$ cat config.mk
export PLATFORM = sky130hd
export DESIGN_NAME = dxt_block_decoder
export DESIGN_NICKNAME = d
export VERILOG_FILES = /design/src/rtl/core/dxt_pkg.sv /design/src/rtl/core/dxt_block_decoder.sv
export SDC_FILE = /design/constraint.sdc
export NUM_CORES = 1
export LEC_CHECK = 0
export BUFFER_PORTS_ARGS = -buffer_cell sky130_fd_sc_hd__buf_2
export CORE_AREA = 2 2 250 252
export DETAILED_ROUTE_END_ITERATION = 8
export DIE_AREA = 0 0 252 254
export PLACE_DENSITY = 0.58
export SETUP_SLACK_MARGIN = 0.05
export SLEW_MARGIN = 25
export SYNTH_ARGS = -nofsm -noshare
export SYNTH_HDL_FRONTEND = slang
export SYNTH_SLANG_ARGS = --single-unit
$ cat constraint.sdc
create_clock -name clk -period 12.62 [get_ports clk]
set_input_delay 2.524 -clock clk [delete_from_list [all_inputs] [get_ports clk]]
set_output_delay 2.524 -clock clk [all_outputs]
set_load 0.01 [all_outputs]
$ cat src/rtl/core/dxt_pkg.sv
`default_nettype none

package dxt_pkg;

    // Block mode register codes. Code 3 is unused and decodes as DXT1.
    localparam logic [1:0] MODE_DXT1 = 2'd0;
    localparam logic [1:0] MODE_DXT3 = 2'd1;
    localparam logic [1:0] MODE_DXT5 = 2'd2;

    // Pixels per 4x4 block and the index of the last one.
    localparam int unsigned PIXELS = 16;
    localparam logic [3:0] LAST_PIXEL_INDEX = 4'(PIXELS - 1);

    // Division by 3 of a color sum below 768: multiply by 683, shift by 11.
    localparam int unsigned DIV3_SHIFT = 11;
    localparam logic [9:0] RECIP3 = 10'd683;

    // Division by 7 or 5 of an alpha sum below 2048: multiply, shift by 15.
    localparam int unsigned ADIV_SHIFT = 15;
    localparam logic [12:0] RECIP7 = 13'd4682;
    localparam logic [12:0] RECIP5 = 13'd6554;

    // How the alpha value of a pixel is finished in the last stage.
    localparam logic [1:0] ASEL_DIRECT = 2'd0;
    localparam logic [1:0] ASEL_DIV7 = 2'd1;
    localparam logic [1:0] ASEL_DIV5 = 2'd2;

    // One 8-bit value per color channel: red, green, blue.
    typedef logic [2:0][7:0] rgb_t;

endpackage

`default_nettype wire

$ cat src/rtl/core/dxt_block_decoder.sv
// DXT1 / DXT3 / DXT5 texture block decoder.
//
// Input channel: one compressed 4x4 block per transaction (color_block and
// alpha_block), handshaked with block_valid and block_stall. Output channel:
// one RGBA pixel per transaction with its pixel_index (row-major) and a
// last_pixel mark on the sixteenth pixel, handshaked with pixel_valid and
// pixel_stall. The block mode is written through cfg_wr_en / cfg_wr_data
// while the decoder is idle, a rule on the user; the block does not enforce it.
//
// A block sits in a holding register while its pixels are issued one per
// cycle, unless the receiver stalls, into a four-stage pixel pipeline (field
// extract, sum, reciprocal multiply, output register). A pixel passes from
// the holding register through the stage 1, 2 and 3 registers to the output
// register. The next block is taken on the cycle that its predecessor's last
// pixel is issued, so blocks stream without gaps.
//
// Reset clears all valid bits and sets the mode to DXT1. When the receiver
// stalls a valid pixel, the whole pipeline holds; block_stall is high while a
// block is held and not issuing its last pixel. Nothing is dropped or repeated.
`default_nettype none

module dxt_block_decoder (
    input  wire logic        clk,
    input  wire logic        rst_n,
    input  wire logic        cfg_wr_en,
    input  wire logic [1:0]  cfg_wr_data,
    input  wire logic        block_valid,
    output logic             block_stall,
    input  wire logic [63:0] color_block,
    input  wire logic [63:0] alpha_block,
    output logic             pixel_valid,
    input  wire logic        pixel_stall,
    output logic [7:0]       red,
    output logic [7:0]       green,
    output logic [7:0]       blue,
    output logic [7:0]       alpha,
    output logic [3:0]       pixel_index,
    output logic             last_pixel
);
    import dxt_pkg::*;

    // Mode register.
    logic [1:0] mode_reg;

    // Block holding register.
    logic        blk_valid_reg;
    logic [63:0] color_reg;
    logic [63:0] alpha_reg;
    logic [3:0]  cnt_reg;

    // Stage 1: fields of one pixel.
    logic       s1_valid_reg;
    logic [3:0] s1_pix_reg;
    logic [1:0] s1_idx_reg;
    logic       s1_four_reg;
    logic       s1_punch_reg;
    logic [1:0] s1_mode_reg;
    rgb_t       s1_e0_reg;
    rgb_t       s1_e1_reg;
    logic [7:0] s1_a0_reg;
    logic [7:0] s1_a1_reg;
    logic [2:0] s1_code_reg;
    logic [3:0] s1_nib_reg;

    // Stage 2: sums to divide, or final values.
    logic            s2_valid_reg;
    logic [3:0]      s2_pix_reg;
    logic [2:0][9:0] s2_num_reg;
    logic [2:0]      s2_div_reg;
    logic [10:0]     s2_anum_reg;
    logic [1:0]      s2_asel_reg;

    // Stage 3: reciprocal products.
    logic             s3_valid_reg;
    logic [3:0]       s3_pix_reg;
    logic [2:0][19:0] s3_prod_reg;
    logic [2:0]       s3_div_reg;
    logic [23:0]      s3_aprod_reg;
    logic [1:0]       s3_asel_reg;

    // Stage 4: output register.
    logic       out_valid_reg;
    rgb_t       out_rgb_reg;
    logic [7:0] out_alpha_reg;
    logic [3:0] out_pix_reg;

    logic adv;
    logic take;
    logic issue;

    // Next values.
    logic [3:0]       s1_pix_next;
    logic [1:0]       s1_idx_next;
    logic             s1_four_next;
    logic             s1_punch_next;
    rgb_t             s1_e0_next;
    rgb_t             s1_e1_next;
    logic [2:0]       s1_code_next;
    logic [3:0]       s1_nib_next;
    logic [2:0][9:0]  s2_num_next;
    logic [2:0]       s2_div_next;
    logic [10:0]      s2_anum_next;
    logic [1:0]       s2_asel_next;
    logic [2:0][19:0] s3_prod_next;
    logic [23:0]      s3_aprod_next;
    rgb_t             out_rgb_next;
    logic [7:0]       out_alpha_next;

    // Pipeline control: every stage moves when the output can move.
    assign adv         = !out_valid_reg || !pixel_stall;
    assign issue       = blk_valid_reg && adv;
    assign block_stall = blk_valid_reg && !(adv && (cnt_reg == LAST_PIXEL_INDEX));
    assign take        = block_valid && !block_stall;

    // Stage 1 extraction from the held block.
    always_comb
    begin
        logic [15:0] c0;
        logic [15:0] c1;
        logic [31:0] idx_row;
        logic [47:0] code_row;
        logic [5:0]  code_off;
        c0       = color_reg[15:0];
        c1       = color_reg[31:16];
        idx_row  = color_reg[63:32];
        code_row = alpha_reg[63:16];
        code_off = {1'b0, cnt_reg, 1'b0} + {2'b00, cnt_reg};

        s1_pix_next   = cnt_reg;
        s1_idx_next   = idx_row[{cnt_reg, 1'b0} +: 2];
        s1_four_next  = (c0 > c1) || (mode_reg == MODE_DXT5);
        s1_punch_next = (c0 <= c1);
        s1_e0_next    = {{c0[15:11], 3'b000}, {c0[10:5], 2'b00}, {c0[4:0], 3'b000}};
        s1_e1_next    = {{c1[15:11], 3'b000}, {c1[10:5], 2'b00}, {c1[4:0], 3'b000}};
        s1_code_next  = code_row[code_off +: 3];
        s1_nib_next   = alpha_reg[{cnt_reg, 2'b00} +: 4];
    end

    // Stage 2: palette sums per channel.
    always_comb
    begin
        logic [8:0] half;
        for (int ch = 0; ch < 3; ch++)
        begin
            half = ({1'b0, s1_e0_reg[ch]} + {1'b0, s1_e1_reg[ch]} + 9'd1);
            s2_num_next[ch] = '0;
            s2_div_next[ch] = 1'b0;
            case (s1_idx_reg)
                2'd0: s2_num_next[ch] = {2'b00, s1_e0_reg[ch]};
                2'd1: s2_num_next[ch] = {2'b00, s1_e1_reg[ch]};
                2'd2:
                begin
                    if (s1_four_reg)
                    begin
                        s2_num_next[ch] = {1'b0, s1_e0_reg[ch], 1'b0}
                                        + {2'b00, s1_e1_reg[ch]} + 10'd1;
                        s2_div_next[ch] = 1'b1;
                    end
                    else
                    begin
                        s2_num_next[ch] = {2'b00, half[8:1]};
                    end
                end
                default:
                begin
                    if (s1_four_reg)
                    begin
                        s2_num_next[ch] = {1'b0, s1_e1_reg[ch], 1'b0}
                                        + {2'b00, s1_e0_reg[ch]} + 10'd1;
                        s2_div_next[ch] = 1'b1;
                    end
                    else
                    begin
                        s2_num_next[ch] = 10'd255;
                    end
                end
            endcase
        end
    end

    // Stage 2: alpha sum or final alpha.
    always_comb
    begin
        logic [2:0] w0;
        logic [2:0] w1;
        logic [3:0] w0_wide;
        logic [10:0] p0;
        logic [10:0] p1;
        w1      = s1_code_reg - 3'd1;
        if (s1_a0_reg > s1_a1_reg)
            w0_wide = 4'd8 - {1'b0, s1_code_reg};
        else
            w0_wide = 4'd6 - {1'b0, s1_code_reg};
        w0      = w0_wide[2:0];
        p0      = {8'b0, w0} * {3'b0, s1_a0_reg};
        p1      = {8'b0, w1} * {3'b0, s1_a1_reg};

        s2_anum_next = '0;
        s2_asel_next = ASEL_DIRECT;
        case (s1_mode_reg)
            MODE_DXT3: s2_anum_next = {3'b000, s1_nib_reg, s1_nib_reg};
            MODE_DXT5:
            begin
                if (s1_code_reg == 3'd0)
                    s2_anum_next = {3'b000, s1_a0_reg};
                else if (s1_code_reg == 3'd1)
                    s2_anum_next = {3'b000, s1_a1_reg};
                else if (s1_a0_reg > s1_a1_reg)
                begin
                    s2_anum_next = p0 + p1;
                    s2_asel_next = ASEL_DIV7;
                end
                else if (s1_code_reg == 3'd6)
                    s2_anum_next = 11'd0;
                else if (s1_code_reg == 3'd7)
                    s2_anum_next = 11'd255;
                else
                begin
                    s2_anum_next = p0 + p1;
                    s2_asel_next = ASEL_DIV5;
                end
            end
            default:
            begin
                if (s1_punch_reg && (s1_idx_reg == 2'd3))
                    s2_anum_next = 11'd0;
                else
                    s2_anum_next = 11'd255;
            end
        endcase
    end

    // Stage 3: reciprocal multiplies.
    always_comb
    begin
        for (int ch = 0; ch < 3; ch++)
        begin
            if (s2_div_reg[ch])
                s3_prod_next[ch] = {10'b0, s2_num_reg[ch]} * {10'b0, RECIP3};
            else
                s3_prod_next[ch] = {10'b0, s2_num_reg[ch]};
        end
        case (s2_asel_reg)
            ASEL_DIV7: s3_aprod_next = {13'b0, s2_anum_reg} * {11'b0, RECIP7};
            ASEL_DIV5: s3_aprod_next = {13'b0, s2_anum_reg} * {11'b0, RECIP5};
            default:   s3_aprod_next = {13'b0, s2_anum_reg};
        endcase
    end

    // Stage 4: take the quotient bits or the direct value.
    always_comb
    begin
        for (int ch = 0; ch < 3; ch++)
        begin
            if (s3_div_reg[ch])
                out_rgb_next[ch] = s3_prod_reg[ch][DIV3_SHIFT +: 8];
            else
                out_rgb_next[ch] = s3_prod_reg[ch][7:0];
        end
        if (s3_asel_reg == ASEL_DIRECT)
            out_alpha_next = s3_aprod_reg[7:0];
        else
            out_alpha_next = s3_aprod_reg[ADIV_SHIFT +: 8];
    end

    // Control registers.
    always_ff @(posedge clk or negedge rst_n)
    begin
        if (!rst_n)
        begin
            mode_reg      <= MODE_DXT1;
            blk_valid_reg <= 1'b0;
            cnt_reg       <= '0;
            s1_valid_reg  <= 1'b0;
            s2_valid_reg  <= 1'b0;
            s3_valid_reg  <= 1'b0;
            out_valid_reg <= 1'b0;
        end
        else
        begin
            if (cfg_wr_en)
                mode_reg <= cfg_wr_data;
            if (take)
            begin
                blk_valid_reg <= 1'b1;
                cnt_reg       <= '0;
            end
            else if (issue)
            begin
                cnt_reg <= cnt_reg + 4'd1;
                if (cnt_reg == LAST_PIXEL_INDEX)
                    blk_valid_reg <= 1'b0;
            end
            if (adv)
            begin
                s1_valid_reg  <= blk_valid_reg;
                s2_valid_reg  <= s1_valid_reg;
                s3_valid_reg  <= s2_valid_reg;
                out_valid_reg <= s3_valid_reg;
            end
        end
    end

    // Payload registers.
    always_ff @(posedge clk)
    begin
        if (take)
        begin
            color_reg <= color_block;
            alpha_reg <= alpha_block;
        end
        if (adv)
        begin
            s1_pix_reg    <= s1_pix_next;
            s1_idx_reg    <= s1_idx_next;
            s1_four_reg   <= s1_four_next;
            s1_punch_reg  <= s1_punch_next;
            s1_mode_reg   <= mode_reg;
            s1_e0_reg     <= s1_e0_next;
            s1_e1_reg     <= s1_e1_next;
            s1_a0_reg     <= alpha_reg[7:0];
            s1_a1_reg     <= alpha_reg[15:8];
            s1_code_reg   <= s1_code_next;
            s1_nib_reg    <= s1_nib_next;

            s2_pix_reg    <= s1_pix_reg;
            s2_num_reg    <= s2_num_next;
            s2_div_reg    <= s2_div_next;
            s2_anum_reg   <= s2_anum_next;
            s2_asel_reg   <= s2_asel_next;

            s3_pix_reg    <= s2_pix_reg;
            s3_prod_reg   <= s3_prod_next;
            s3_div_reg    <= s2_div_reg;
            s3_aprod_reg  <= s3_aprod_next;
            s3_asel_reg   <= s2_asel_reg;

            out_pix_reg   <= s3_pix_reg;
            out_rgb_reg   <= out_rgb_next;
            out_alpha_reg <= out_alpha_next;
        end
    end

    // Output port.
    assign pixel_valid = out_valid_reg;
    assign red         = out_rgb_reg[2];
    assign green       = out_rgb_reg[1];
    assign blue        = out_rgb_reg[0];
    assign alpha       = out_alpha_reg;
    assign pixel_index = out_pix_reg;
    assign last_pixel  = (out_pix_reg == LAST_PIXEL_INDEX);

endmodule

`default_nettype wire

# --- Yosys cells after proc, flatten, opt, wreduce, memory -nomap -nowiden ---
# Cells that the tools add are included.
# W data, S select, Z words.
word_totals:
  in_bits: 135
  ff_bits: 369
  elab_cells: 153
  out_inout_bits: 39
classes:
  shifts: 3
  add_sub_neg: 24
  n_lt_le_gt_ge: 3
  mux: 35
  n_bitwise: 1
  n_mul: 7
  n_eq_ne: 13
  n_reduce_logical: 20
op_table:
  columns: ["operator", "count"]
  rows:
  - ["$pmux W10 S3", 3]
  - ["$mux W8", 8]
  - ["$shiftx A64 B7 Y4", 1]
  - ["$add A10 B1 Y10 const B", 6]
  - ["$add A9 B8 Y10", 6]
  - ["$mux W10", 6]
  - ["$mul A10 B10 Y19 const B", 3]
  - ["$mux W11", 5]
  - ["$shiftx A48 B7 Y3", 1]
  - ["$pmux W23 S2", 1]
  - ["$mul A11 B12 Y22 const B", 2]
  - ["$shiftx A32 B6 Y2", 1]
  - ["$add A8 B8 Y9", 3]
  - ["$add A9 B1 Y9 const B", 3]
  - ["$mul A3 B8 Y11", 2]
  - ["$pmux W11 S2", 1]
  - ["$gt A16 B16 Y1", 1]
  - ["$le A16 B16 Y1", 1]
  - ["$add A11 B11 Y11", 1]
  - ["$eq A2 B2 Y1 const B", 5]
  - ["$eq A4 B4 Y1 const B", 2]
  - ["$gt A8 B8 Y1", 1]
  - ["$mux W4", 2]
  - ["$mux W1", 7]
  - ["other kinds (21)", 34]

# --- Depth between registers and ports, before layout ---
logic_depth:
  ltp_word: 10
  mapped_depth: 24
  ltp_nobuf: 24

# --- Least setup slack after synthesis ---
# Ideal clock, no wire load.
synth_timing:
  path_kind: "input-to-reg"
  startpoint: "input port pixel_stall"
  endpoint: "register cnt_reg[0]"
  t_arrival_ns: 11.749
  setup_slack_ns: 0.727
  setup_ns: 0.144
  path_stages: 7
  required_ns: 12.476
  path_buffers: 1
  cell_sequence: "nand2_1 > nand3_1 > nand2_1 > and2_1 > clkbuf_1 > nand2b_1 > mux2i_1"
synth_between:
  elab_chain_len: 8
  word_cells_on_any_way: 10
  classes_between: "1 x mux; 9 x reduce/logical"
synth_rtl:
  columns: ["item", "line_no", "source"]
  rows:
  - ["start, declared", "dxt_block_decoder.sv:32", "input wire logic pixel_stall,"]
  - ["$logic_not A1 Y1 *", "dxt_block_decoder.sv:110", "assign adv = !out_valid_reg || !pixel_stall;"]
  - ["$logic_or A1 B1 Y1 *", "dxt_block_decoder.sv:110", null]
  - ["$logic_and A1 B1 Y1 *", "dxt_block_decoder.sv:112", "assign block_stall = blk_valid_reg && !(adv && (cnt_reg == LAST_PIXEL_INDEX));"]
  - ["$logic_not A1 Y1 *", "dxt_block_decoder.sv:112", null]
  - ["$logic_and A1 B1 Y1 *", "dxt_block_decoder.sv:112", null]
  - ["$logic_not A1 Y1 *", "dxt_block_decoder.sv:113", "assign take = block_valid && !block_stall;"]
  - ["$logic_and A1 B1 Y1 *", "dxt_block_decoder.sv:113", null]
  - ["via take", "dxt_block_decoder.sv:88", "logic take;"]
  - ["$mux W4 / $reduce_bool A2 Y1 (equally long branches)", null, null]
  - ["end signal, assigned", "dxt_block_decoder.sv:290", "cnt_reg <= cnt_reg + 4'd1;"]
  - ["end, declared", "dxt_block_decoder.sv:49", "logic [3:0] cnt_reg;"]
# The timed path passes the listed nets; every way through them passes the cells marked *.
# A chain may end at the register's enable or synchronous reset.

# --- Final worst setup path ---
layout_timing:
  startpoint: "input port pixel_stall"
  endpoint: "output port block_stall"
layout_between:
  elab_chain_len: 5
layout_rtl:
  columns: ["item", "line_no", "source"]
  rows:
  - ["$logic_not A1 Y1", "dxt_block_decoder.sv:110", null]
  - ["$logic_or A1 B1 Y1", "dxt_block_decoder.sv:110", null]
  - ["via adv", "dxt_block_decoder.sv:87", "logic adv;"]
  - ["$logic_and A1 B1 Y1", "dxt_block_decoder.sv:112", null]
  - ["$logic_not A1 Y1", "dxt_block_decoder.sv:112", null]
  - ["$logic_and A1 B1 Y1", "dxt_block_decoder.sv:112", null]
  - ["end, declared", "dxt_block_decoder.sv:28", "output logic block_stall,"]
# The timed path passes the listed nets, and every way through them passes these cells.

==> run metrics <==
Setup Crit Path Kind=in2out; Final period util=0.479; library cells used by synthesis=69; Final nets=3113; WL per Instance=17.2 um; Port Buf Inserts=173; Iter 0 DRT Violations=1016; Core Rows=91; core footprint=0.0613 mm^2; # hold bufs at CTS=0; Post-synth EDFFs=342; post-synthesis cell count=2244; Rel. slew slack=0.359; critical-path cell list=buf_2 -> nand2_4 -> nand3_1 -> nand2_1 -> inv_1 -> buf_2; CTS clk-pin slew, worst paths=0.06 ns; sequential share of the synthesized area=0.387; TritonRoute pass-1 iters=5; top_reg_cell synth=edfxtp_1; Startpoint Class=input port; largest fanout on the critical path=40; die width=252 um; Overall Global Routing Usage=0.180; first-pass GRT wire length=91.9 mm; total CTS buffers=41; Ports=174; H-tree lvl count=2; RSZ-0062 raised after global routing=false; min Tclk post-route=6.05 ns; post-synthesis cell area=0.0273 mm^2; syn avg cell area=12.1 um^2; post-synthesis net count=2932; Die H=254 um; PostCTS Resize Cnt=0; Total Wirelength=56.0 mm; Post-CTS Setup Inserts=0; clock sinks=353; Skew-Pair Late Insertion Delay=0.59 ns; Setup-failing EPs final=0; post-route ant nets=0; Total Neg Setup Slack=0 ns; via density per instance=5.24; Min-Delay Path Class=reg2reg; Crit path top cell by count=buf_2; CP top delay family=simple AND/OR/NAND/NOR gates; CP arrival=3.53 ns; Largest stage delay, worst path=0.39 ns; # DRC=0; crit path buf inv count=3; vias post-DR=17000; yosys warns=0; status=complete, no violations; fmax=165 MHz; WP data required=10.10 ns; final slew viol count=0; post-detail-place hpwl=44.9 mm; GRT Residual Overflow=0; Final Hold Vio Count=0; Setup Skew=0.0418 ns; CP max-delay cell=nand2_4; initial antenna violation count=6; Largest register FFs=72; Worst-Margin Slew=0.961 ns; number of global-route vias before repair=17700; clock root buffer master=clkbuf_16; FF+latch count, synth=353; share of flip-flops with an asynchronous set or reset=0.0312; largest net degree at the start of global routing=79; largest buffer count on any clock path=3; max-capacitance violation count=0; Area growth, synth to finish=11.7%; CTS tree=yes; Die ar.=0.0640 mm^2; share of layout cells above drive strength 1=0.155; Critical Path End Type=output pin; GP Congestion=0.870; initial core utilization=0.445
==> cells in the final DEF, fill, tap and decap left out, drive strengths merged, types with 6 or more instances in the layout <==
| cell type | instances |
|---|---|
| ha | 400 |
| inv | 359 |
| edfxtp | 342 |
| buf | 185 |
| fa | 153 |
| a21oi | 110 |
| nand2 | 87 |
| nor2 | 81 |
| o21ai | 77 |
| mux4 | 68 |
| xnor2 | 53 |
| mux2 | 50 |
| clkbuf | 47 |
| xor2 | 44 |
| a21o | 38 |
| and2 | 34 |
| nand2b | 28 |
| nor3 | 23 |
| nand3 | 23 |
| o21a | 21 |
| o22ai | 21 |
| a211oi | 20 |
| nor2b | 19 |
| clkinv | 19 |
| mux2i | 17 |
| or3 | 14 |
| dfrtp | 11 |
| o21bai | 9 |
| a22oi | 9 |
| o211ai | 9 |
| a31oi | 8 |
| a221o | 7 |
| a2111oi | 6 |
==> metrics by stage <==
step           setup slack [ns]  instances  utilization  hold WS, ns  cell area, um^2
3_3_place_gp               6.59       3170        0.474        0.400            29000
6_report                   6.57       3250        0.497        0.417            30400
2_1_floorplan             0.727       2244            -        0.400            27300
3_5_place_dp               6.54       3170        0.474        0.405            29000
5_1_grt                    6.39       3247        0.497        0.430            30400
4_1_cts                    6.54       3244        0.496        0.419            30400
==> path summary, 6_finish.rpt <==
path / startpoint / to / slack [ns] / depth (start not counted)
worst max-delay path: pixel_stall / block_stall / 6.57 / 6
worst min-delay path: s2_pix_reg[0]$_DFFE_PP_ / s3_pix_reg[0]$_DFFE_PP_ / 0.42 / 0
worst max register to register: s1_a0_reg[3]$_DFFE_PP_ / s2_anum_reg[7]$_DFFE_PP_ / 6.66 / 21
worst min register to register: s2_pix_reg[0]$_DFFE_PP_ / s3_pix_reg[0]$_DFFE_PP_ / 0.42 / 0
max in group asynchronous: rst_n / cnt_reg[0]$_DFFE_PN0P_ / 10.56 / 1
min in group asynchronous: rst_n / pixel_valid$_DFFE_PN0P_ / 1.81 / 1
==> synthesized netlist by cell type, types with 5 or more instances <==
| cell type | count | share of area |
|---|---|---|
| nand2b_1 | 28 | 0.0064 |
| nor3_1 | 23 | 0.0042 |
| nor2b_1 | 19 | 0.0044 |
| nand2_1 | 87 | 0.012 |
| nand4_1 | 5 | 0.0011 |
| ha_1 | 400 | 0.18 |
| or3_1 | 14 | 0.0032 |
| and2_1 | 34 | 0.0078 |
| inv_1 | 357 | 0.049 |
| edfxtp_1 | 342 | 0.38 |
| mux4_2 | 68 | 0.056 |
| nor2_1 | 80 | 0.011 |
| or2_2 | 5 | 0.0011 |
| o211ai_1 | 8 | 0.0022 |
| mux2_2 | 50 | 0.021 |
| a21o_1 | 38 | 0.010 |
| dfrtp_1 | 11 | 0.010 |
| o22ai_1 | 21 | 0.0048 |
| a22oi_1 | 9 | 0.0025 |
| clkbuf_1 | 31 | 0.0043 |
| and3_1 | 5 | 0.0011 |
| a2111oi_0 | 5 | 0.0016 |
| a31oi_1 | 7 | 0.0016 |
| o31ai_1 | 5 | 0.0014 |
| mux2i_1 | 17 | 0.0062 |
| fa_1 | 153 | 0.11 |
| buf_2 | 10 | 0.0018 |
| a221o_1 | 7 | 0.0026 |
| a21oi_1 | 110 | 0.020 |
| a211oi_1 | 20 | 0.0055 |
| o21ai_0 | 73 | 0.013 |
| nand3_1 | 23 | 0.0042 |
| xor2_1 | 44 | 0.014 |
| o21a_1 | 21 | 0.0058 |
| o21bai_1 | 9 | 0.0025 |
| xnor2_1 | 53 | 0.017 |
| buf_1 | 5 | 0.00069 |
==> cells by family after synthesis <==
kind of cell	count (synthesis)	share of synthesized area
xor gates and xnor gates	97	0.0312
and+or+nand+nor	335	0.0605
DFF	353	0.387
adders and majority gates	553	0.296
AOI/OAI and AO/OA	365	0.0858
buffers and inverters	405	0.0564
muxes	135	0.0831
other	1	0.000138
==> layout make-up <==
type                    count  area [um^2]
flip-flops and latches    353        10500
multi-input cells        1486        15200
diodes                      4         10.0
clock buffers              47         1050
well taps                 790          988
fillers                  5387        30800
inverters                 358         1340
clock inverters            27          332
repair buffers            185          976
==> per-layer routing <==
layer	global-route usage	vias to the layer above	wire (um)
met2	0.295	356	26200
met5	0	-	46
li1	-	8390	-
met1	0.251	8191	26200
met3	0.0289	71	2610
met4	0.0407	8	1020
Power is left out: the tool's default activity adds up to more than one toggle a clock period on the data nets, which glitch-free logic cannot reach.
